$ cat config.mk
export PLATFORM = sky130hd
export DESIGN_NAME = imhc_ctrl
export DESIGN_NICKNAME = d
export VERILOG_FILES = /design/src/sv/imhc_pkg.sv /design/src/sv/imhc_ctrl.sv
export SDC_FILE = /design/constraint.sdc
export NUM_CORES = 1
export LEC_CHECK = 0
export BUFFER_PORTS_ARGS = -buffer_cell sky130_fd_sc_hd__buf_4
export CAP_MARGIN = 5
export CORE_MARGIN = 4
export CORE_UTILIZATION = 45
export CTS_BUF_LIST = sky130_fd_sc_hd__clkbuf_8 sky130_fd_sc_hd__clkbuf_16
export DETAILED_ROUTE_END_ITERATION = 8
export PLACE_DENSITY = 0.73
export SYNTH_ARGS = -nofsm -noshare
export SYNTH_HDL_FRONTEND = slang
export SYNTH_SLANG_ARGS = --single-unit
$ cat constraint.sdc
create_clock -name clk_i -period 2.6 [get_ports clk_i]
set_input_delay 0 -clock clk_i [delete_from_list [all_inputs] [get_ports clk_i]]
set_output_delay 0 -clock clk_i [all_outputs]
set_load 0.01 [all_outputs]
$ cat src/sv/imhc_pkg.sv
// imhc_pkg: shared constants and types for the indexed max-heap counter
// no dependencies
`default_nettype none
package imhc_pkg;
  localparam int unsigned HeapDepthDefault = 256;
  localparam int unsigned KeyW = 32;
  localparam int unsigned CountW = 31;
  localparam int unsigned IncW = 16;
  localparam logic [CountW-1:0] CountMax = {CountW{1'b1}};

  localparam logic [1:0] StatusDone  = 2'd0;
  localparam logic [1:0] StatusFull  = 2'd1;
  localparam logic [1:0] StatusEmpty = 2'd2;

  localparam logic FuncAdd     = 1'b0;
  localparam logic FuncExtract = 1'b1;

  // datapath commands
  typedef enum logic [3:0] {
    CmdNone, CmdLoad, CmdSrchRd, CmdSrchChk, CmdUpdate, CmdAppend, CmdUpRd,
    CmdUpSwap, CmdExRd, CmdExMove, CmdDnRd, CmdDnSwap
  } cmd_e;

  typedef struct packed {
    logic found;      // search hit on current entry
    logic srch_end;   // search index reached entry count
    logic full;
    logic empty;
    logic up_swap;    // child strictly greater than parent
    logic up_top;     // at root
    logic dn_swap;    // a child beats the entry
    logic ex_last;    // heap becomes empty
  } stat_t;
endpackage
`default_nettype wire

$ cat src/sv/imhc_ctrl.sv
// imhc_ctrl: sequencer for search, sift up, extract and sift down
// depends on imhc_pkg
`default_nettype none
module imhc_ctrl import imhc_pkg::*; (
  input  wire logic clk_i,
  input  wire logic rst_ni,
  input  wire logic in_valid_i,
  output logic      in_stall_o,
  input  wire logic func_i,
  output logic      out_valid_o,
  input  wire logic out_stall_i,
  output logic [1:0] status_o,
  output logic      zero_o,      // clear extracted fields
  input  wire stat_t stat_i,
  output cmd_e      cmd_o
);
  localparam logic [3:0] SIdle = 4'd0, SSrd = 4'd1, SSchk = 4'd2, SUpd = 4'd3,
    SUrd = 4'd4, SUchk = 4'd5, SErd = 4'd6, SEmv = 4'd7, SDrd = 4'd8,
    SDchk = 4'd9, SOut = 4'd10, SAppend = 4'd11;

  logic [3:0] st_q, st_d;
  logic [1:0] stat_q, stat_d;
  logic zero_q, zero_d;

  always_comb begin
    st_d = st_q;
    stat_d = stat_q;
    zero_d = zero_q;
    cmd_o = CmdNone;
    case (st_q)
      SIdle: if (in_valid_i) begin
        cmd_o = CmdLoad;
        stat_d = StatusDone;
        zero_d = 1'b1;
        st_d = (func_i == FuncExtract) ? SErd : SSrd;
      end
      SSrd: begin
        if (stat_i.srch_end) begin
          if (stat_i.full) begin
            stat_d = StatusFull;
            st_d = SOut;
          end else st_d = SAppend;
        end else begin
          cmd_o = CmdSrchRd;
          st_d = SSchk;
        end
      end
      SSchk: begin
        cmd_o = CmdSrchChk;
        st_d = stat_i.found ? SUpd : SSrd;
      end
      SUpd: begin
        cmd_o = CmdUpdate;
        st_d = SUrd;
      end
      SAppend: begin
        cmd_o = CmdAppend;
        st_d = SUrd;
      end
      SUrd: begin
        if (stat_i.up_top) st_d = SOut;
        else begin
          cmd_o = CmdUpRd;
          st_d = SUchk;
        end
      end
      SUchk: begin
        if (stat_i.up_swap) begin
          cmd_o = CmdUpSwap;
          st_d = SUrd;
        end else st_d = SOut;
      end
      SErd: begin
        if (stat_i.empty) begin
          stat_d = StatusEmpty;
          st_d = SOut;
        end else begin
          cmd_o = CmdExRd;
          zero_d = 1'b0;
          st_d = SEmv;
        end
      end
      SEmv: begin
        cmd_o = CmdExMove;
        st_d = stat_i.ex_last ? SOut : SDrd;
      end
      SDrd: begin
        cmd_o = CmdDnRd;
        st_d = SDchk;
      end
      SDchk: begin
        if (stat_i.dn_swap) begin
          cmd_o = CmdDnSwap;
          st_d = SDrd;
        end else st_d = SOut;
      end
      SOut: if (!out_stall_i) st_d = SIdle;
      default: st_d = SIdle;
    endcase
  end

  always_ff @(posedge clk_i or negedge rst_ni) begin
    if (!rst_ni) begin
      st_q <= SIdle;
      stat_q <= StatusDone;
      zero_q <= 1'b1;
    end else begin
      st_q <= st_d;
      stat_q <= stat_d;
      zero_q <= zero_d;
    end
  end

  assign in_stall_o  = (st_q != SIdle);
  assign out_valid_o = (st_q == SOut);
  assign status_o    = stat_q;
  assign zero_o      = zero_q;
endmodule
`default_nettype wire

Word-level counts from Yosys, hierarchy flattened
Cells that the tools add are included.
{"block": "classes", "eq_ne": 17, "n_reduce_logical": 8, "muxes": 27}
{"cell": "4-bit one-hot mux with 11 select lines", "count": 2}
{"cell": "4-bit 2-to-1 mux", "count": 8}
{"cell": "4-bit by 3-bit equality test with 1-bit output, second input constant", "count": 4}
{"cell": "4-bit equality test, second input constant", "count": 4}
{"cell": "2-bit 2-to-1 mux", "count": 8}
{"cell": "2-bit inequality test, second input constant", "count": 6}
{"cell": "3-bit 2-to-1 mux", "count": 3}
{"cell": "4-bit by 2-bit equality test with 1-bit output, second input constant", "count": 2}
{"cell": "2-bit one-hot mux with 3 select lines", "count": 1}
{"cell": "5-bit AND reduction", "count": 1}
{"cell": "4-bit by 1-bit equality test with 1-bit output, second input constant", "count": 1}
{"cell": "4-bit logical NOT", "count": 1}
{"cell": "1-bit 2-to-1 mux", "count": 4}
{"cell": "4-bit nonzero test", "count": 1}
{"cell": "3-bit AND reduction", "count": 1}
{"cell": "3-bit nonzero test", "count": 1}
{"cell": "1-bit one-hot mux with 2 select lines", "count": 1}
{"cell": "2-bit AND reduction", "count": 1}
{"cell": "2-bit nonzero test", "count": 1}
{"cell": "2-bit OR reduction", "count": 1}
{"block": "totals", "ff_bits": 7}

Longest topological paths before layout
Gate-level depths: netlist of run 1.
{"block": "logic_depth", "ltp_word": 3, "mapped_depth": 6, "mapped_depth_nobuf": 4}

Least setup slack after synthesis of run 1
No wires, ideal clock.
{"block": "synth_path", "path_type": "reg-to-reg", "startpoint": "register st_q[1]", "endpoint": "register stat_q[1] (netlist: status_o[1])", "path_stages_with_launch": 6, "arrival_ps": 1386, "t_required_ps": 2472, "setup_time_ps": 128, "path_buffers": 1, "slack_ps": 1086, "period_less_slack_ps": 1514, "cell_sequence": "dfrtp_1 > buf_2 > nor4b_2 > nand2_1 > nand3b_1 > mux2_1"}
{"block": "synth_between", "elab_chain_cells": 3, "elab_cells_between_ends": 10, "cone_classes": "eq/ne (6); mux (1); reduce/logical (3)"}
{"element": "start, declared", "line_no": "imhc_ctrl.sv:21", "text": "logic [3:0] st_q, st_d;"}
{"element": "start signal, assigned", "line_no": "imhc_ctrl.sv:104", "text": "st_q <= SIdle;"}
{"element": "start signal, assigned", "line_no": "imhc_ctrl.sv:108", "text": "st_q <= st_d;"}
{"element": "4-bit by 1-bit equality test with 1-bit output, or another cell as far along", "line_no": "imhc_ctrl.sv:30", "text": "case (st_q)"}
{"element": "2-bit inequality test (no source line) / 3-bit nonzero test (equally long branches)"}
{"element": "5-bit AND reduction (no source line)"}
{"element": "end signal, assigned", "line_no": "imhc_ctrl.sv:105", "text": "stat_q <= StatusDone;"}
{"element": "end signal, assigned", "line_no": "imhc_ctrl.sv:109", "text": "stat_q <= stat_d;"}
{"element": "end, declared", "line_no": "imhc_ctrl.sv:22", "text": "logic [1:0] stat_q, stat_d;"}
Several ways; a longest one is shown, not always the timed one.
A chain may end at the register's enable or synchronous reset.

Worst setup path in the final report of run 1
{"block": "layout_path", "startpoint": "register st_q[0]", "endpoint": "register stat_q[1] (netlist: status_o[1])"}
Same word-level chain as after synthesis.

==> results.sh, run 1 <==
export IMPL_synth_nets=99
export IMPL_r2r_slack_ps=790
export IMPL_worstMarginPinSlew_ps=555
export IMPL_grt_max_degree=20
export IMPL_fin_crit_ps=1810
export IMPL_critPathMaxStageDelay_ps=680
export IMPL_cap_viol_max_count=0
export IMPL_final_max_slew_viol_count=0
export IMPL_ys_ff_latch=7
export IMPL_drtPass1Iterations=4
export IMPL_fmax_mhz=552
export IMPL_gp_congestion=0.822
export IMPL_final_cell_mix="buf_4, nor2_1, nand2_1, o21ai_0"
export IMPL_clk_latency_ps=240
export IMPL_grt_use_met2_pct=23.4
export IMPL_use_met1_pct=24.2
export IMPL_cts_resized=0
export IMPL_required_ps=2710
export IMPL_antenna_cells=0
export IMPL_cp_end_kind="flip-flop"
export IMPL_path_class="flip-flop to flip-flop"
export IMPL_tns_ps=0
export IMPL_hp_class="primary input to flip-flop"
export IMPL_cp_max_fo=19
export IMPL_vias_per_cell=5.69
export IMPL_cts_max_level=1
export IMPL_final_common_cell="buf_4"
export IMPL_num_rows=13
export IMPL_hp_start="out_stall_i"
export IMPL_cts_setup_buffers=0
export IMPL_synth_area_um2=657
export IMPL_clock_sinks=7
export IMPL_synth_top_area_cell="dfrtp_1"
export IMPL_synth_cell_types=35
export IMPL_start_util_pct=49.2
export IMPL_fill_cells=135
export IMPL_grt_antenna_before_repair=0
export IMPL_syn2layout_area_growth_pct=29.7
export IMPL_nets=120
export IMPL_grt_pass1_vias=583
export IMPL_netlist_instances=86
export IMPL_port_buffers=21
export IMPL_cts_tree="done"
export IMPL_yosysSeqAreaShare_pct=26.9
export IMPL_ant_nets=0
export IMPL_hold_ws_ps=3.52
export IMPL_vias=689
export IMPL_cts_hold_repair_buffers=1
export IMPL_synth_top_area_share_pct=22.9
export IMPL_whs_path_depth=3
export IMPL_drive_above_1_share_pct=29.2
export IMPL_synth_warning_count=0
export IMPL_hold_viol_final=0
export IMPL_r2r_start="st_q[0]"
export IMPL_cp_arrival_ps=1930
export IMPL_rsz0062_at_grt="no"
export IMPL_drc_errors=0
export IMPL_grtUsageMet3_pct=8.59
export IMPL_die_area_um2=2130
export IMPL_ff2ff_path_depth=4
export IMPL_grt_total_usage_pct=18.1
export IMPL_rr_endpoint="status_o[1]"
export IMPL_grt_pass1_wl_mm=2.61
export IMPL_min_to="st_q[1]"
export IMPL_dp_hpwl_mm=1.24
export IMPL_die_width_um=46.2
export IMPL_max_slew_margin_rel_pct=63.0
export IMPL_cts_made_buffers=3
export IMPL_ir_worst_vdd_v=0.000545
export IMPL_overflow=0
export IMPL_core_um2=1330
export IMPL_slowest_stage="dfrtp_1"
export IMPL_setup_violations=0
export IMPL_die_y_um=46.2
export IMPL_p_leak_nw=0.377
export IMPL_top_usage_layer="met1"
export IMPL_root_buffer="clkbuf_8"
export IMPL_clk_path_buf_depth=2
export IMPL_status="complete, no violations"
export IMPL_power_uw=974
export IMPL_io_pins=22
export IMPL_synth_area_leaders="dfrtp_1, o21ai_0, nand2_1"
export IMPL_wl_per_cell_um=13.8
export IMPL_crit_chain="nor4b_2 > nand2_1 > nand3b_1 > mux2_1"
export IMPL_power_density_nw_per_um2=1140
export IMPL_first_iter_violations=18
export IMPL_routed_wl_mm=1.67
export IMPL_period_share_pct=69.7
export IMPL_postSynthAreaPerCell_um2=7.64
export IMPL_startpoint_type="flip-flop"
export IMPL_path_clk_slew_ps=40
export IMPL_skew_ps=4.68
## metal layers
layer | vias to the layer above | part of all wire (%)
li1 | 347 | -
met1 | 322 | 45
met2 | 16 | 46
met3 | 4 | 7.1
met4 | 0 | 2.3
met5 | - | 0
## kinds of logic (layout without fill, tap and decap cells)
family | count (synthesis) | after routing | share of synthesized area, %
AO/OA/AOI/OAI | 27 | 27 | 28.4
flip-flops | 7 | 7 | 26.9
buffers and inverters | 11 | 31 | 8.38
multiplexers | 1 | 1 | 1.71
AND/OR/NAND/NOR | 40 | 40 | 34.7
## registers in the layout (all words and copies together) (netlist names)
register,count
status_o,2
zero_o,1
st_q,4
## worst max-delay path: cells and delay by family, from the launching register on
kind	cells	cell delay, ps
simple gates	3	670
flops	1	680
mux	1	340
## report_power, final
| group | internal (mW) | switching (mW) | leakage [nW] |
|---|---|---|---|
| clock | 0.102 | 0.0498 | 0.0269 |
| combinational | 0.273 | 0.263 | 0.263 |
| sequential | 0.159 | 0.127 | 0.0872 |
## cells in the mapped netlist
library cell,count
a221oi_1,1
o32ai_2,1
o32a_1,1
a22oi_1,1
nand3b_1,2
inv_1,5
a21o_1,1
nor4_2,1
mux2_1,1
or3b_1,1
nand2b_1,4
and2_1,1
buf_2,5
o211ai_1,1
or3_1,1
nor2b_1,3
a22o_1,1
nor3b_1,3
o2111ai_1,1
nor4b_2,1
a31oi_1,3
nor3_1,1
o31ai_1,1
a21oi_1,5
nand3_1,2
a2111oi_2,1
nand2_2,1
buf_6,1
nor2b_2,1
dfrtp_1,6
nand2_1,9
dfstp_2,1
o21ai_1,2
nor2_1,9
o21ai_0,7
## how the worst max path moves through the flow
stage / end / cells after the start / from
detailed placement: status_o[1] / 4 / st_q[0]
finish: status_o[1] / 4 / st_q[0]
floorplan: status_o[1] / 5 / st_q[1]
CTS: status_o[1] / 4 / st_q[0]
global placement: status_o[1] / 4 / st_q[0]
global route: status_o[1] / 4 / st_q[0]
## cell type report
cell class	instances	area, um^2	share of cell area [%]
clock buffers	3	41.3	4.85
clock inverters	1	3.75	0.441
inverters	5	18.8	2.20
multi-input cells	68	425	49.9
flip-flops and latches	7	176	20.7
well taps	15	18.8	2.20
repair buffers	22	168	19.7
## through the flow
step                      area, um^2  setup WS (ps)  std cells  utilization [%]
after CTS                        852            788        121             63.9
after global placement           797            853        116             59.8
after global routing             852            633        121             63.9
final                            852            787        121             63.9
after detailed placement         797            796        116             59.8
after floorplan                  657           1090         86                -
Note: power is estimated with default switching activity, not from simulation.
==> run 2, diff against run 1 <==
Settings changed: CORE_UTILIZATION 45 to 43.
Clock period 2.6 ns to 1.6 ns, I/O delays scaled along.
==> run 2 against run 1 <==
Net effect: cell count grew 16%; worst setup slack lost 730 ps; largest power group unchanged; sequential power grew 33%; global-route usage grew 3.6 points; highest routed layer unchanged; critical path depth grew 2; sequential share of layout area shrank 3.2 points.
==> results.sh, run 2 (same netlist as run 1, synthesis figures left out) <==
export IMPL_die_width_um=47.1
export IMPL_die_area_um2=2220
export IMPL_startpoint_type="flip-flop"
export IMPL_gp_congestion=0.848
export IMPL_fmax_mhz=649
export IMPL_cts_max_level=1
export IMPL_hold_viol_final=0
export IMPL_path_class="flip-flop to output pin"
export IMPL_num_rows=13
export IMPL_ir_worst_vdd_v=0.000974
export IMPL_routed_wl_mm=2.08
export IMPL_path_clk_slew_ps=40
export IMPL_antenna_cells=0
export IMPL_tns_ps=0
export IMPL_status="complete, no violations"
export IMPL_grt_antenna_before_repair=0
export IMPL_hold_ws_ps=21.3
export IMPL_start_util_pct=48.1
export IMPL_cap_viol_max_count=0
export IMPL_clk_latency_ps=230
export IMPL_period_share_pct=96.3
export IMPL_dp_hpwl_mm=1.44
export IMPL_skew_ps=1.78
export IMPL_grt_total_usage_pct=21.7
export IMPL_cp_max_fo=6
export IMPL_overflow=0
export IMPL_die_y_um=47.1
export IMPL_multi_input_area_um2=462
export IMPL_vias=810
export IMPL_clock_sinks=7
export IMPL_cts_tree="done"
export IMPL_io_pins=22
export IMPL_top_register="st_q"
export IMPL_drc_errors=0
export IMPL_first_iter_violations=32
export IMPL_p_leak_nw=0.483
export IMPL_power_density_nw_per_um2=1940
export IMPL_wl_per_cell_um=14.8
export IMPL_max_slew_margin_rel_pct=75.2
export IMPL_largest_register_ffs=4
export IMPL_required_ps=1600
export IMPL_fill_cells=111
export IMPL_fin_crit_ps=1540
export IMPL_ant_nets=0
export IMPL_final_max_slew_viol_count=0
export IMPL_utilization_pct=76.0
export IMPL_seq_area_um2=181
export IMPL_vias_per_cell=5.79
export IMPL_cts_made_buffers=3
export IMPL_core_um2=1370
export IMPL_final_common_cell="buf_4"
export IMPL_grt_pass1_vias=717
export IMPL_grt_max_degree=12
export IMPL_root_buffer="clkbuf_8"
export IMPL_final_cell_mix="buf_4, nor2_1, nand2_1, inv_1, o21ai_0"
export IMPL_grt_pass1_wl_mm=3.31
export IMPL_clk_path_buf_depth=2
export IMPL_drive_above_1_share_pct=46.4
export IMPL_cp_arrival_ps=1540
export IMPL_port_buffers=21
export IMPL_drtPass1Iterations=4
export IMPL_worstMarginPinSlew_ps=372
export IMPL_nets=139
export IMPL_hp_class="primary input to flip-flop"
export IMPL_syn2layout_area_growth_pct=58.1
export IMPL_cp_end_kind="output pin"
export IMPL_setup_violations=0
-- run 2: cell types whose count changed in the layout (fill, tap and decap cells not counted), moves of 2 or more --
cell / previous run / this run
buf_6: 0 / 2
dfrtp_1: 6 / 2
dfrtp_2: 0 / 4
clkbuf_2: 0 / 2
buf_4: 21 / 36
-- run 2: area by class of cell --
type,instances,area share (%)
Tap cell,15,1.81
Clock inverter,1,0.361
Inverter,5,1.81
Multi-Input combinational cell,68,44.5
Timing Repair Buffer,41,30.1
Sequential cell,7,17.5
Clock buffer,3,3.98
-- run 2: stage by stage --
stage	setup slack, ps	area (um^2)	std cells	power, mW
floorplan	86.3	657	86	1.05
CTS	1.34	928	130	1.76
detailed placement	73.7	865	125	1.49
global placement	108	865	125	1.47
global route	-34.8	1040	140	2.20
finish	58.7	1040	140	2.02
-- run 2: layer usage --
layer	share of wire, %	GRT usage, %	wire, um	vias to the layer above
met5	0	0	0	-
met4	2.2	6.63	45	0
met3	6.5	8.81	135	7
met2	50	33.1	1040	23
met1	41	28.2	853	388
li1	-	-	-	392
-- run 2: final timing paths --
| kind | slack [ps] | from | depth (start not counted) | end |
|---|---|---|---|---|
| max | 60 | st_q[1] | 6 | cmd_o[1] |
| min | 20 | out_stall_i | 3 | st_q[1] |
| max reg2reg | 90 | st_q[3] | 5 | status_o[1] |
| min reg2reg | 490 | zero_o | 2 | zero_o |
| max in group asynchronous | 1260 | rst_ni | 2 | zero_o |
| min in group asynchronous | 130 | rst_ni | 2 | st_q[1] |
-- run 2: report_power, final --
part	leakage [nW]	switching, mW	total (mW)	internal (mW)
sequential	0.0820	0.110	0.380	0.270
clock	0.0269	0.0786	0.245	0.166
combinational	0.374	0.659	1.39	0.736
-- run 2: worst max-delay path, cell delays in order (launching register included) --
cell and delay, ps:
dfrtp_2 440, buf_4 150, nand2b_4 50, buf_4 140, o32a_1 310, nand3_1 90
buf_4 120
-- run 2: repair_timing --
action,4_1_cts,5_1_grt
buffers inserted,0,11
pin swaps,0,4
resized for setup,4,9
gates cloned,0,0
endpoints found under the setup margin,4,6
endpoints found under the hold margin,7,0
hold buffers,1,0
==> run 3, diff against run 2 <==
Settings changed: ABC_AREA set to 1, CORE_UTILIZATION 43 to 42, PLACE_DENSITY 0.73 to 0.77.
==> run 3 against run 2 <==
Net effect: core utilization is 13 points lower; count of clock-buffer cells in the layout stayed put; combinational power fell by 30%; first-iteration DRC count decreased by 25%; final area decreased by 20%; hold slack better by 9.0 ps; sequential power is 5.5% lower; critical path type unchanged; critical path depth is 1 higher; via count down 14%.
==> results.sh, run 3 <==
export IMPL_yosysMostFrequentCell="nand2_1"
export IMPL_power_density_nw_per_um2=1910
export IMPL_utilization_pct=62.7
export IMPL_cp_arrival_ps=1500
export IMPL_gp_congestion=0.870
export IMPL_clk_path_buf_depth=2
export IMPL_rsz0062_at_grt="no"
export IMPL_nets=135
export IMPL_drtPass1Iterations=4
export IMPL_routed_wl_mm=1.72
export IMPL_r2r_slack_ps=190
export IMPL_final_cell_mix="nand2_1, buf_4, nand3_1, nor2_1, inv_1"
export IMPL_setup_violations=0
export IMPL_cts_setup_buffers=0
export IMPL_grt_pass1_wl_mm=2.81
export IMPL_die_width_um=45.6
export IMPL_grt_total_usage_pct=19.0
export IMPL_postSynthAreaPerCell_um2=6.26
export IMPL_antenna_cells=0
export IMPL_first_iter_violations=24
export IMPL_required_ps=1600
export IMPL_path_class="flip-flop to output pin"
export IMPL_synth_area_leaders="dfrtp_1, nand2_1, nand3_1"
export IMPL_hold_viol_final=0
export IMPL_wl_per_cell_um=12.7
export IMPL_cts_max_level=1
export IMPL_grt_max_degree=10
export IMPL_place_area_um2=771
export IMPL_die_area_um2=2080
export IMPL_die_y_um=45.6
export IMPL_io_pins=22
export IMPL_synth_edf_count=0
export IMPL_worstMarginPinSlew_ps=292
export IMPL_rr_endpoint="st_q[0]"
export IMPL_startpoint_type="flip-flop"
export IMPL_port_buffers=21
export IMPL_overflow=0
export IMPL_yosysSeqAreaShare_pct=29.7
export IMPL_hold_ws_ps=30.3
export IMPL_cp_max_fo=5
export IMPL_hp_start="out_stall_i"
export IMPL_vias_per_cell=5.13
export IMPL_max_slew_margin_rel_pct=80.5
export IMPL_synth_area_um2=594
export IMPL_vias=698
export IMPL_synth_top_area_share_pct=25.3
export IMPL_final_max_slew_viol_count=0
export IMPL_clock_sinks=7
export IMPL_path_clk_slew_ps=40
export IMPL_hp_class="primary input to flip-flop"
export IMPL_cts_made_buffers=3
export IMPL_ff2ff_path_depth=5
export IMPL_dp_cells=131
export IMPL_cp_end_kind="output pin"
export IMPL_ant_nets=0
export IMPL_skew_ps=0.801
export IMPL_ys_ff_latch=7
export IMPL_drc_errors=0
export IMPL_period_share_pct=93.9
export IMPL_top_register="st_q"
export IMPL_syn2layout_area_growth_pct=38.9
export IMPL_synth_nets=108
export IMPL_tns_ps=0
export IMPL_cts_hold_repair_buffers=1
export IMPL_final_cells=136
export IMPL_power_mw=1.58
export IMPL_netlist_instances=95
export IMPL_cap_viol_max_count=0
export IMPL_clk_latency_ps=230
export IMPL_largest_register_ffs=4
export IMPL_cts_resized=0
export IMPL_pre_cts_ws_ps=244
export IMPL_ir_worst_vdd_v=0.000785
export IMPL_root_buffer="clkbuf_8"
export IMPL_synth_top_area_cell="dfrtp_1"
export IMPL_grt_pass1_vias=687
export IMPL_dp_hpwl_mm=1.31
export IMPL_fin_crit_ps=1500
export IMPL_num_rows=13
export IMPL_whs_path_depth=3
export IMPL_setup_slack_ps=97.0
export IMPL_cts_tree="done"
export IMPL_synth_warning_count=0
export IMPL_fmax_mhz=665
export IMPL_core_um2=1320
export IMPL_min_to="st_q[1]"
export IMPL_yosys_most_used_dff="dfrtp_1"
export IMPL_grt_antenna_before_repair=0
export IMPL_drive_above_1_share_pct=33.1
export IMPL_synth_async_reset_ratio_pct=100
export IMPL_finalInstanceArea_um2=826
export IMPL_synth_cell_types=20
export IMPL_r2r_start="st_q[0]"
export IMPL_p_leak_nw=0.490
export IMPL_start_util_pct=45.1
export IMPL_yosys_top_cells_count="nand2_1, nand3_1, nor2_1"
export IMPL_final_common_cell="nand2_1"
export IMPL_status="complete, no violations"
## run 3: routing by layer
layer	GRT usage, %	vias up	routed length [um]
li1	-	359	-
met1	24.4	307	722
met2	29.0	28	826
met3	3.56	4	140
met4	11.7	0	34
met5	0	-	0
## run 3: area by class of cell
cell class / count / area (um^2)
Clock inverter: 1 / 3.75
Clock buffer: 3 / 41.3
Timing Repair Buffer: 22 / 168
Multi-Input combinational cell: 75 / 369
Sequential cell: 7 / 176
Inverter: 13 / 48.8
Fill cell: 133 / 492
Tap cell: 15 / 18.8
## run 3: worst max path at each step
stage                 start           to  cells past startpoint
finish              st_q[1]     cmd_o[1]                      7
global route        st_q[1]     cmd_o[1]                      7
CTS                 st_q[1]     cmd_o[1]                      7
detailed placement  st_q[1]  status_o[1]                      7
global placement    st_q[1]  status_o[1]                      7
floorplan           st_q[2]      st_q[1]                      8
## run 3: cell families after synthesis
group                  Yosys count  share of synthesized area (%)
and+or+nand+nor                 69                           55.4
buffers and inverters           13                           8.21
DFF                              7                           29.7
AOI/OAI and AO/OA                6                           6.74
## run 3: power breakdown
group | switching [mW] | leakage (nW) | internal (mW) | total [mW]
registers | 0.0963 | 0.0887 | 0.262 | 0.359
logic | 0.584 | 0.375 | 0.386 | 0.970
clock network | 0.0860 | 0.0269 | 0.167 | 0.253
total | 0.766 | 0.490 | 0.815 | 1.58
## run 3: worst max-delay path, stage by stage, from the launching register on
cell	delay [ps]
dfrtp_1	440
inv_2	80
nor2_2	240
nand2_1	150
o21ai_1	120
nor2_1	50
nand3_1	60
buf_4	120
